==> src/hdl/dmanq_pkg.sv <==
// Shared types and constants for the dual moving average note quantizer.
// Depends on nothing; every other file of the block refers to it by scoped names.
`default_nettype none

package dmanq_pkg;

	localparam int SAMPLE_W = 10;
	localparam int AVG_W    = 10;
	localparam int NOTE_W   = 7;
	localparam int TRANS_W  = 7;
	localparam int MAX_SAMPLE = (2 ** SAMPLE_W) - 1;

	typedef struct packed {
		logic [SAMPLE_W-1:0] sample_a;
		logic [SAMPLE_W-1:0] sample_b;
	} sample_t;

	typedef struct packed {
		logic [NOTE_W-1:0] note;
		logic [AVG_W-1:0]  average_b;
	} result_t;

	typedef struct packed {
		logic [SAMPLE_W-1:0]           range_start;
		logic [SAMPLE_W-1:0]           range_end;
		logic signed [TRANS_W-1:0]     transpose;
		logic [3:0][NOTE_W-1:0]        notes;
	} cfg_t;

	typedef enum logic [2:0] {
		REG_RANGE_START = 3'd0,
		REG_RANGE_END   = 3'd1,
		REG_TRANSPOSE   = 3'd2,
		REG_NOTE_FIRST  = 3'd3,
		REG_NOTE_SECOND = 3'd4,
		REG_NOTE_THIRD  = 3'd5,
		REG_NOTE_FOURTH = 3'd6
	} reg_addr_t;

	localparam logic [SAMPLE_W-1:0] RST_RANGE_START = 10'd120;
	localparam logic [SAMPLE_W-1:0] RST_RANGE_END   = 10'd590;
	localparam logic [TRANS_W-1:0]  RST_TRANSPOSE   = 7'd0;
	localparam logic [NOTE_W-1:0]   RST_NOTE_FIRST  = 7'd71;
	localparam logic [NOTE_W-1:0]   RST_NOTE_SECOND = 7'd68;
	localparam logic [NOTE_W-1:0]   RST_NOTE_THIRD  = 7'd62;
	localparam logic [NOTE_W-1:0]   RST_NOTE_FOURTH = 7'd59;

endpackage

`default_nettype wire

==> src/hdl/dmanq_lane.sv <==
// One averaging lane: sample ring memory, running total and division by the window.
// Depends on dmanq_pkg for sample and average widths.
`default_nettype none

module dmanq_lane #(
	parameter int WINDOW = 100,
	localparam int POS_W = (WINDOW > 1) ? $clog2(WINDOW) : 1
) (
	input  wire logic                            clk,
	input  wire logic                            arst_n,
	input  wire logic                            in_valid,
	output logic                                 in_ready,
	input  wire logic [dmanq_pkg::SAMPLE_W-1:0]  sample,
	input  wire logic [POS_W-1:0]                pos,
	input  wire logic                            wrapped,
	output logic                                 out_valid,
	input  wire logic                            out_ready,
	output logic [dmanq_pkg::AVG_W-1:0]          average
);

	localparam int SUM_W = $clog2(WINDOW * dmanq_pkg::MAX_SAMPLE + 1);
	localparam int SHIFT = SUM_W;
	localparam longint RECIP = (longint'(1) << SHIFT) / WINDOW;
	localparam int RECIP_W = $clog2(RECIP + 1);
	localparam int PROD_W = SUM_W + RECIP_W;
	localparam logic [RECIP_W-1:0] RECIP_C = RECIP_W'(RECIP);
	localparam logic [SUM_W-1:0]   WIN_C   = SUM_W'(WINDOW);

	logic [dmanq_pkg::SAMPLE_W-1:0] mem [WINDOW];

	logic                           vld_s1, vld_s2, vld_s3, vld_s4;
	logic                           en1, en2, en3, en4;
	logic [dmanq_pkg::SAMPLE_W-1:0] samp_s1, rd_s1, old_sample;
	logic [POS_W-1:0]               pos_s1;
	logic                           wrap_s1;
	logic [SUM_W-1:0]               sum_q, sum_next, sum_s3, rem;
	logic [PROD_W-1:0]              prod_s3;
	logic [dmanq_pkg::AVG_W-1:0]    q_est, avg_s4;

	assign en4 = !vld_s4 || out_ready;
	assign en3 = !vld_s3 || en4;
	assign en2 = !vld_s2 || en3;
	assign en1 = !vld_s1 || en2;
	assign in_ready = en1;

	// Until the ring has wrapped once, the slot being replaced is treated as zero, as the memory has no reset.
	assign old_sample = wrap_s1 ? rd_s1 : '0;
	assign sum_next = sum_q - SUM_W'(old_sample) + SUM_W'(samp_s1);

	// The reciprocal estimate is low by at most one; one compare fixes it.
	assign q_est = prod_s3[SHIFT +: dmanq_pkg::AVG_W];
	assign rem = sum_s3 - SUM_W'(q_est) * WIN_C;

	always_ff @(posedge clk or negedge arst_n) begin
		if (!arst_n) begin
			vld_s1 <= 1'b0;
			vld_s2 <= 1'b0;
			vld_s3 <= 1'b0;
			vld_s4 <= 1'b0;
			sum_q  <= '0;
		end else begin
			if (en1) vld_s1 <= in_valid;
			if (en2) vld_s2 <= vld_s1;
			if (en3) vld_s3 <= vld_s2;
			if (en4) vld_s4 <= vld_s3;
			if (en2 && vld_s1) sum_q <= sum_next;
		end
	end

	always_ff @(posedge clk) begin
		if (en1 && in_valid) begin
			samp_s1 <= sample;
			pos_s1  <= pos;
			wrap_s1 <= wrapped;
			rd_s1   <= mem[pos];
		end
		if (en2 && vld_s1) begin
			mem[pos_s1] <= samp_s1;
		end
		if (en3 && vld_s2) begin
			prod_s3 <= PROD_W'(sum_q) * PROD_W'(RECIP_C);
			sum_s3  <= sum_q;
		end
		if (en4 && vld_s3) begin
			avg_s4 <= q_est + dmanq_pkg::AVG_W'(rem >= WIN_C);
		end
	end

	assign out_valid = vld_s4;
	assign average = avg_s4;

endmodule

`default_nettype wire

==> src/hdl/dmanq_merge.sv <==
// Merging stage: quantizes lane A's average to a note and pairs it with lane B's average.
// Depends on dmanq_pkg for the configuration and result types.
`default_nettype none

module dmanq_merge (
	input  wire logic                         clk,
	input  wire logic                         arst_n,
	input  wire logic                         in_valid,
	output logic                              in_ready,
	input  wire logic [dmanq_pkg::AVG_W-1:0]  average_a,
	input  wire logic [dmanq_pkg::AVG_W-1:0]  average_b,
	input  wire dmanq_pkg::cfg_t              cfg,
	output logic                              out_valid,
	input  wire logic                         out_ready,
	output dmanq_pkg::result_t                result
);

	logic signed [dmanq_pkg::AVG_W:0] span;
	logic                             span_ok, above, above_end, in_range;
	logic [dmanq_pkg::AVG_W-3:0]      seg;
	logic [dmanq_pkg::AVG_W-1:0]      b1, b2, b3, b4, d, dist_s, dist_e;
	logic [1:0]                       sel;

	logic                             vld_s5, vld_q, en5, eno;
	logic [1:0]                       sel_s5;
	logic [dmanq_pkg::AVG_W-1:0]      avgb_s5;
	logic signed [dmanq_pkg::NOTE_W+1:0] note_sum;
	logic [dmanq_pkg::NOTE_W-1:0]     note_sat;
	dmanq_pkg::result_t               result_q;

	// Segments exist only when the range spans at least four values.
	always_comb begin
		span = $signed({1'b0, cfg.range_end}) - $signed({1'b0, cfg.range_start});
		span_ok = !span[dmanq_pkg::AVG_W] && (span[dmanq_pkg::AVG_W-1:2] != '0);
		seg = span[dmanq_pkg::AVG_W-1:2];
		b1 = {2'b00, seg};
		b2 = {1'b0, seg, 1'b0};
		b3 = b1 + b2;
		b4 = {seg, 2'b00};
		above = average_a >= cfg.range_start;
		above_end = average_a >= cfg.range_end;
		d = average_a - cfg.range_start;
		dist_s = above ? d : (cfg.range_start - average_a);
		dist_e = above_end ? (average_a - cfg.range_end) : (cfg.range_end - average_a);
		in_range = span_ok && above && (d < b4);
		if (in_range) begin
			if (d < b1) sel = 2'd0;
			else if (d < b2) sel = 2'd1;
			else if (d < b3) sel = 2'd2;
			else sel = 2'd3;
		end else begin
			sel = (dist_s < dist_e) ? 2'd0 : 2'd3;
		end
	end

	always_comb begin
		note_sum = $signed({2'b00, cfg.notes[sel_s5]})
			+ $signed({{2{cfg.transpose[dmanq_pkg::TRANS_W-1]}}, cfg.transpose});
		if (note_sum < 0) begin
			note_sat = '0;
		end else if (note_sum > $signed(9'd127)) begin
			note_sat = '1;
		end else begin
			note_sat = note_sum[dmanq_pkg::NOTE_W-1:0];
		end
	end

	assign eno = !vld_q || out_ready;
	assign en5 = !vld_s5 || eno;
	assign in_ready = en5;

	always_ff @(posedge clk or negedge arst_n) begin
		if (!arst_n) begin
			vld_s5 <= 1'b0;
			vld_q  <= 1'b0;
		end else begin
			if (en5) vld_s5 <= in_valid;
			if (eno) vld_q <= vld_s5;
		end
	end

	always_ff @(posedge clk) begin
		if (en5 && in_valid) begin
			sel_s5  <= sel;
			avgb_s5 <= average_b;
		end
		if (eno && vld_s5) begin
			result_q.note      <= note_sat;
			result_q.average_b <= avgb_s5;
		end
	end

	assign out_valid = vld_q;
	assign result = result_q;

endmodule

`default_nettype wire

==> src/hdl/dual_moving_average_note_quantizer_core.sv <==
// Top level: configuration registers, shared ring position, two averaging lanes and the merge.
// Depends on dmanq_pkg, dmanq_lane and dmanq_merge.
// Pipeline: 4 lane stages, 2 merge stages; one sample pair per cycle unless result_ready stalls.
// Each lane's ring memory is read and written once per cycle.
// Reset clears the running totals, the ring position and the pipeline valid bits at once.
// Ring slots read as zero until the position first wraps, so no clearing pass is needed.
`default_nettype none

module dual_moving_average_note_quantizer_core #(
	parameter int WINDOW = 100,
	localparam int POS_W = (WINDOW > 1) ? $clog2(WINDOW) : 1
) (
	input  wire logic                  clk,
	input  wire logic                  arst_n,
	input  wire logic                  sample_valid,
	output logic                       sample_ready,
	input  wire dmanq_pkg::sample_t    sample,
	output logic                       result_valid,
	input  wire logic                  result_ready,
	output dmanq_pkg::result_t         result,
	input  wire logic                  psel,
	input  wire logic                  penable,
	input  wire logic                  pwrite,
	input  wire logic [4:0]            paddr,
	input  wire logic [31:0]           pwdata,
	output logic [31:0]                prdata,
	output logic                       pready
);

	dmanq_pkg::cfg_t      cfg_q;
	dmanq_pkg::reg_addr_t reg_addr;
	logic                 cfg_wr;
	logic [POS_W-1:0]     pos_q;
	logic                 wrapped_q, accept, pos_last;
	logic                 a_ready, b_ready, a_valid, b_valid, merge_ready;
	logic [dmanq_pkg::AVG_W-1:0] avg_a, avg_b;

	assign pready = 1'b1;
	assign reg_addr = dmanq_pkg::reg_addr_t'(paddr[4:2]);
	assign cfg_wr = psel && penable && pwrite && pready;

	always_ff @(posedge clk or negedge arst_n) begin
		if (!arst_n) begin
			cfg_q.range_start <= dmanq_pkg::RST_RANGE_START;
			cfg_q.range_end   <= dmanq_pkg::RST_RANGE_END;
			cfg_q.transpose   <= dmanq_pkg::RST_TRANSPOSE;
			cfg_q.notes[0]    <= dmanq_pkg::RST_NOTE_FIRST;
			cfg_q.notes[1]    <= dmanq_pkg::RST_NOTE_SECOND;
			cfg_q.notes[2]    <= dmanq_pkg::RST_NOTE_THIRD;
			cfg_q.notes[3]    <= dmanq_pkg::RST_NOTE_FOURTH;
		end else if (cfg_wr) begin
			unique case (reg_addr)
				dmanq_pkg::REG_RANGE_START: cfg_q.range_start <= pwdata[9:0];
				dmanq_pkg::REG_RANGE_END:   cfg_q.range_end   <= pwdata[9:0];
				dmanq_pkg::REG_TRANSPOSE:   cfg_q.transpose   <= pwdata[6:0];
				dmanq_pkg::REG_NOTE_FIRST:  cfg_q.notes[0]    <= pwdata[6:0];
				dmanq_pkg::REG_NOTE_SECOND: cfg_q.notes[1]    <= pwdata[6:0];
				dmanq_pkg::REG_NOTE_THIRD:  cfg_q.notes[2]    <= pwdata[6:0];
				dmanq_pkg::REG_NOTE_FOURTH: cfg_q.notes[3]    <= pwdata[6:0];
				default: ;
			endcase
		end
	end

	always_comb begin
		prdata = '0;
		unique case (reg_addr)
			dmanq_pkg::REG_RANGE_START: prdata = 32'(cfg_q.range_start);
			dmanq_pkg::REG_RANGE_END:   prdata = 32'(cfg_q.range_end);
			dmanq_pkg::REG_TRANSPOSE:   prdata = {25'd0, cfg_q.transpose};
			dmanq_pkg::REG_NOTE_FIRST:  prdata = 32'(cfg_q.notes[0]);
			dmanq_pkg::REG_NOTE_SECOND: prdata = 32'(cfg_q.notes[1]);
			dmanq_pkg::REG_NOTE_THIRD:  prdata = 32'(cfg_q.notes[2]);
			dmanq_pkg::REG_NOTE_FOURTH: prdata = 32'(cfg_q.notes[3]);
			default: prdata = '0;
		endcase
	end

	// Both lanes share one ring position; it advances on every sample transfer.
	assign sample_ready = a_ready && b_ready;
	assign accept = sample_valid && sample_ready;
	assign pos_last = (pos_q == POS_W'(WINDOW - 1));

	always_ff @(posedge clk or negedge arst_n) begin
		if (!arst_n) begin
			pos_q     <= '0;
			wrapped_q <= 1'b0;
		end else if (accept) begin
			if (pos_last) begin
				pos_q     <= '0;
				wrapped_q <= 1'b1;
			end else begin
				pos_q <= pos_q + 1'b1;
			end
		end
	end

	dmanq_lane #(.WINDOW(WINDOW)) u_lane_a (
		.clk       (clk),
		.arst_n    (arst_n),
		.in_valid  (sample_valid),
		.in_ready  (a_ready),
		.sample    (sample.sample_a),
		.pos       (pos_q),
		.wrapped   (wrapped_q),
		.out_valid (a_valid),
		.out_ready (merge_ready),
		.average   (avg_a)
	);

	dmanq_lane #(.WINDOW(WINDOW)) u_lane_b (
		.clk       (clk),
		.arst_n    (arst_n),
		.in_valid  (sample_valid),
		.in_ready  (b_ready),
		.sample    (sample.sample_b),
		.pos       (pos_q),
		.wrapped   (wrapped_q),
		.out_valid (b_valid),
		.out_ready (merge_ready),
		.average   (avg_b)
	);

	dmanq_merge u_merge (
		.clk       (clk),
		.arst_n    (arst_n),
		.in_valid  (a_valid && b_valid),
		.in_ready  (merge_ready),
		.average_a (avg_a),
		.average_b (avg_b),
		.cfg       (cfg_q),
		.out_valid (result_valid),
		.out_ready (result_ready),
		.result    (result)
	);

	a_lanes_lockstep: assert property (@(posedge clk) disable iff (!arst_n)
		(a_valid == b_valid) && (a_ready == b_ready))
		else $error("averaging lanes fell out of step");

	a_pos_in_window: assert property (@(posedge clk) disable iff (!arst_n)
		{1'b0, pos_q} < (POS_W + 1)'(WINDOW))
		else $error("ring position beyond the window");

	a_wrap_on_last: assert property (@(posedge clk) disable iff (!arst_n)
		(accept && pos_last) |=> (wrapped_q && (pos_q == '0)))
		else $error("ring position did not wrap after the last slot");

	a_wrap_sticky: assert property (@(posedge clk) disable iff (!arst_n)
		wrapped_q |=> wrapped_q)
		else $error("wrap flag cleared outside reset");

endmodule

`default_nettype wire

==> config.mk <==
export PLATFORM = sky130hd
export DESIGN_NAME = dual_moving_average_note_quantizer_core
export DESIGN_NICKNAME = d
export VERILOG_FILES = /design/src/hdl/dmanq_pkg.sv /design/src/hdl/dmanq_lane.sv /design/src/hdl/dmanq_merge.sv /design/src/hdl/dual_moving_average_note_quantizer_core.sv
export SDC_FILE = /design/constraint.sdc
export NUM_CORES = 2
export LEC_CHECK = 0
export BUFFER_PORTS_ARGS = -buffer_cell sky130_fd_sc_hd__buf_2
export CORE_MARGIN = 4
export CORE_UTILIZATION = 51
export CTS_CLUSTER_DIAMETER = 150
export DETAILED_ROUTE_END_ITERATION = 8
export PLACE_DENSITY = 0.67
export SLEW_MARGIN = 20
export SYNTH_ARGS = -nofsm -noshare
export SYNTH_HDL_FRONTEND = slang
export SYNTH_SLANG_ARGS = --single-unit
==> constraint.sdc <==
create_clock -name clk -period 8.3 [get_ports clk]
set_clock_uncertainty 0.2 [all_clocks]
set_input_delay 1.66 -clock clk [delete_from_list [all_inputs] [get_ports clk]]
set_output_delay 1.66 -clock clk [all_outputs]
set_load 0.02 [all_outputs]
After elaboration in Yosys (flattened, before gate mapping) --
Memories as Yosys holds them, arrays and structs flattened. A register that Yosys moved wholly into a read port is not among the register bits. Cells that the tools add are included.
Storage, ports and cells: register bits 278, bits in latches 0, memory bits (writable) 2000, memory bits (read-only) 0, input bits 64, output and inout bits 52, logic and storage cells 145, memories 2
Cells by class: add/sub/neg operators 16, $mul 4, divide/modulo/power cells 0, $lt $le $gt $ge 12, equality and inequality tests 7, shift-type cells 0, multiplexer cells 18, bitwise operators 0, reductions and logical operators 49
Memory list:
- u_lane_a.mem | words 100, width 10, read ports 1, clocked after Yosys merged registers in 1, write ports 1, line dmanq_lane.sv:29 | logic [dmanq_pkg::SAMPLE_W-1:0] mem [WINDOW];
- u_lane_b.mem | words 100, width 10, read ports 1, clocked after Yosys merged registers in 1, write ports 1, line dmanq_lane.sv:29
Operators by type and width (number):
- $pmux 10 s7 | 1
- $mul 17x10->26 const B | 2
- $mux 10 | 4
- $sub 10x10->10 | 4
- $add 17x10->17 | 2
- $ge 17x7->1 const B | 2
- $sub 17x10->17 | 2
- $sub 17x17->17 | 2
- $lt 10x10->1 | 3
- $mul 10x5->15 const B | 2
- $mux 7 | 3
- $add 10x1->10 | 2
- $ge 10x10->1 | 2
- $logic_and 1x1->1 | 18
- $reduce_and 2->1 | 8
- $bmux 7 s2 | 1
- $logic_not 1->1 | 11
- $sub 10x10->11 | 1
- $add 8x9->10 | 1
- $logic_or 1x1->1 | 10
- $lt 10x8->1 | 1
- $lt 10x9->1 | 1
- $add 8x7->9 | 1
- $eq 3x3->1 const B | 3
- 11 further kinds | 19

Logic depth before layout (Yosys ltp) --
depth in word-level cells 10, gate-level depth with buffers 28, mapped depth without buffers 28

By module --
From an unflattened synthesis, not the netlist that was laid out.
Second synthesis, totals: cell total of the unflattened synthesis 5502, area, all modules 101775.1 µm²
Modules (own cells, without submodules):
- dmanq_lane (u_lane_a) | instances 1, cells an instance 2352, area an instance 46814.9 µm², sequential area each 32446.1 µm²
- dmanq_lane (u_lane_b) | instances 1, cells an instance 2359, area an instance 46798.6 µm², sequential area each 32446.1 µm²
- dmanq_merge | instances 1, cells an instance 543, area an instance 4908.5 µm², sequential area each 920.9 µm²
- dual_moving_average_note_quantizer_core | instances 1, cells an instance 248, area an instance 3253.1 µm², sequential area each 1607.8 µm²

Worst setup path after synthesis --
Ideal clock, no wire load.
kind register to register, start point register u_lane_a.prod_s3[19], end point register u_lane_a.avg_s4 (netlist bit u_lane_a.average[8]), data pin, library setup time 259 ps, data arrival time 5797 ps, data required time 7841 ps, slack 2044 ps, cell stages (with the launch flop) 26, path buffers 0, clock period less this slack 6256 ps, path through edfxtp_1 > ha_1 > ha_1 > fa_1 > ha_1 > a21o_1 > a21oi_1 > o21bai_1 > a21oi_1 > o21bai_1 > a21oi_1 > xor2_1 > ha_1 > o21a_1 > nor2_1 > xnor2_1 > nor2_1 > a2111oi_1 > o221ai_1 > a2111oi_0 > o2111ai_1 > or4b_1 > ha_1 > and3_1 > nand3_1 > xnor2_1
On the way: word-level cells in the longest chain between the ends 4
Ends and longest elaborated chain:
- from (decl) | line dmanq_lane.sv:37 | logic [PROD_W-1:0] prod_s3;
- from (signal assigned) | line dmanq_lane.sv:81 | prod_s3 <= PROD_W'(sum_q) * PROD_W'(RECIP_C);
- $mul 10x5->15 | line dmanq_lane.sv:52 | assign rem = sum_s3 - SUM_W'(q_est) * WIN_C;
- $sub 17x17->17 | line dmanq_lane.sv:52
- $ge 17x7->1 | line dmanq_lane.sv:85 | avg_s4 <= q_est + dmanq_pkg::AVG_W'(rem >= WIN_C);
- $add 10x1->10 (*) | line dmanq_lane.sv:85
- to (signal assigned) | line dmanq_lane.sv:85
- to (decl) | line dmanq_lane.sv:38 | logic [dmanq_pkg::AVG_W-1:0] q_est, avg_s4;
Every way passes the cells marked *; elsewhere a longest branch is shown, timed or not. A chain may end at the register's enable or synchronous reset.

Worst setup path after layout --
start point register u_lane_a.prod_s3[18], end point register u_lane_a.avg_s4 (netlist bit u_lane_a.average[8]), data pin
Same word-level chain as after synthesis.

==> impl_metrics.ini <==
[route]
antenna_left = 0
remaining_drc_errors = 0
wl_per_cell_um = 26.0
routed_wl_mm = 219
dr_total_vias = 50000
drtPass1Iterations = 7
drtIter0Drc = 4855
vias_per_cell = 5.93

[clock_tree]
cts-buffers-inserted = 225
post_cts_resized = 0
cts_setup_buffers = 0
htreeDepth = 4
clk-insertion-delay-late_ns = 0.89
clk_pin_slew_ns = 0.06
clock_path_buffers = 3
tritoncts = done
cts.sinks = 2262
cts_root_buffer = clkbuf_16
cts_hold_buffers = 0

[critical_path]
startpoint_type = register
cp.arrival_ns = 7.36
end_kind = register
critPathMaxFanout = 7
criticalPathCategory = reg2reg
worstPathRequired_ns = 8.64

[final_layout]
areaGrowthSynthToFinish_pct = 10.7
layout_common_cells = 2155 x edfxtp_1, 650 x mux4_2, 441 x ha_1, 320 x inv_1, 284 x nor2_1
final_common_cell = edfxtp_1
drive_gt1_share_pct = 21.9
nets = 6246
fillCellCount = 14800

[synth]
synth_adder_area_share_pct = 8.19
synth_edf_count = 2155
synth.avg_cell_area_um2 = 18.6
muxShareOfSynthArea_pct = 15.9
synth_cell_types = 74
yosys.area.top_type_share_pct = 64.0
syn_inst = 5430
ys_ff_latch = 2262
synth-simple-area-share_pct = 3.05
synthTopCellsByArea = edfxtp_1 64%, mux4_2 14%, ha_1 5.5%
seq_area_frac_synth_pct = 66.7
synth_top_family_by_area = multiplexers
synth_compound_area_share_pct = 2.77
synthArstFlopShare_pct = 4.73
synth_xor_area_share_pct = 1.18
syn_area_mm2 = 0.101
yosysWarnings = 0
synthFlopType = edfxtp_1
yosysTopAreaCell = edfxtp_1

[sta]
rsz0062_at_grt = false
finalHoldViolations = 0
setup_viol = 0
period_share_pct = 84.5
maxSlewViolCount = 0
fin_crit_ns = 7.02
max_slew_margin_pct = 24.1
setup_tns_ns = 0
timing.fmax_ghz = 0.143
worst_pin_slew_ns = 1.14

[placement]
portBuffers = 68
finalWeightedCongestion = 0.824
place_hpwl_mm = 136

[floorplanning]
initial_core_util_pct = 51.3
die_area_mm2 = 0.205
die_x_um = 453
core_region_area_mm2 = 0.197
die_height_um = 453
rows = 163
boundaryPins = 116

[grt]
first_global_vias = 50700
grt_pass1_wl_mm = 330
grt_usage_pct = 21.6
grt_max_degree = 132
grt_overflow = 0
antenna_found_initial = 18

[run]
maxCapViolCount = 0

[outcome]
outcome = finished, final reports clean

[worst_hold_path]
hold_class = reg2reg
## sequential cells by signal (all words and copies together) (netlist names), 10 cells and up
name and count:
u_lane_a.average 10, u_lane_a.rd_s1 10, u_lane_a.mem 1000, u_lane_a.sum_s3 15
u_lane_b.samp_s1 10, u_lane_b.rd_s1 10, u_merge.result 17, u_lane_b.sum_q 17
u_lane_a.sum_q 17, u_lane_a.samp_s1 10, u_lane_b.sum_s3 15, cfg_q 55
u_lane_b.mem 1000, u_lane_b.average 10, u_lane_b.prod_s3 10, u_lane_a.prod_s3 10
u_merge.avgb_s5 10
## layout make-up
cell class / instances / area, µm² / share of cell area, %
diodes: 4 / 10.0 / 0.00894
multi-input cells: 2644 / 31600 / 28.2
well taps: 2640 / 3300 / 2.95
clock buffers: 275 / 5930 / 5.30
repair buffers: 150 / 1110 / 0.995
inverters: 320 / 1200 / 1.07
flip-flops and latches: 2262 / 67400 / 60.3
clock inverters: 141 / 1380 / 1.23
## worst max-delay path, cell delays in order (launching register included)
cell and delay [ns]:
edfxtp_1 0.49, ha_1 0.31, ha_1 0.31, fa_1 0.45, ha_1 0.33, a21o_1 0.18, a21oi_1 0.22, o21bai_1 0.10
a21oi_1 0.23, o21bai_1 0.09, a21oi_1 0.30, xor2_1 0.21, ha_1 0.33, o21a_1 0.22, nor2_1 0.12, xnor2_1 0.20
nor2_1 0.07, a2111oi_1 0.39, o221ai_1 0.19, a2111oi_0 0.36, o2111ai_1 0.15, or4b_1 0.58, ha_1 0.28, and3_1 0.25
nand3_1 0.11, xnor2_1 0.07
## routing by layer
layer  vias up  GRT usage (%)  part of all wire (%)
met5         -              0                 0.029
met4        12           6.24                   2.8
met3       344           4.11                   7.1
met2      1646           33.9                    48
met1     26200           31.2                    42
li1      21900              -                     -
## through the flow
step           cell area [µm²]  util (%)  setup WS (ns)  hold WS, ns  instances
2_1_floorplan           101000         -           2.04        0.200       5451
3_3_place_gp            105000      53.0           1.36        0.201       8014
3_5_place_dp            105000      53.0           1.33        0.205       8014
4_1_cts                 112000      56.7           1.26        0.202       8430
5_1_grt                 112000      56.8          0.762        0.203       8434
6_report                112000      56.8           1.28        0.203       8436
## Yosys cell counts, types with 47 or more instances
| library cell | n |
|---|---|
| a21oi_1 | 117 |
| buf_2 | 47 |
| clkbuf_1 | 111 |
| dfrtp_1 | 82 |
| edfxtp_1 | 2155 |
| fa_1 | 138 |
| ha_1 | 441 |
| inv_1 | 320 |
| mux2_2 | 84 |
| mux2i_1 | 48 |
| mux4_2 | 650 |
| nand2_1 | 156 |
| nor2_1 | 291 |
| o21ai_0 | 133 |
| xnor2_1 | 92 |
## worst paths after layout
kind | start | slack (ns) | endpoint | depth (start not counted)
worst min-delay path | u_lane_b.average[3] | 0.20 | u_merge.avgb_s5[3] | 0
worst max-delay path | u_lane_a.prod_s3[18] | 1.28 | u_lane_a.average[8] | 25
min in group asynchronous | arst_n | 0.69 | u_lane_b.sum_q[14] | 1
worst max register to register | u_lane_a.prod_s3[18] | 1.28 | u_lane_a.average[8] | 25
max in group asynchronous | arst_n | 5.88 | pos_q[3] | 2
worst min register to register | u_lane_b.average[3] | 0.20 | u_merge.avgb_s5[3] | 0
## cells by family (layout without fill, tap and decap cells)
logic type	after synthesis	in the layout
DFF	2262	2262
muxes	782	782
and+or+nand+nor	677	677
adders and majority gates	579	579
buffers and inverters	545	886
AOI/OAI and AO/OA	447	447
xor gates and xnor gates	136	136
other	2	27
Power is left out: the tool's default activity adds up to more than one toggle a clock period on the data nets, which glitch-free logic cannot reach.
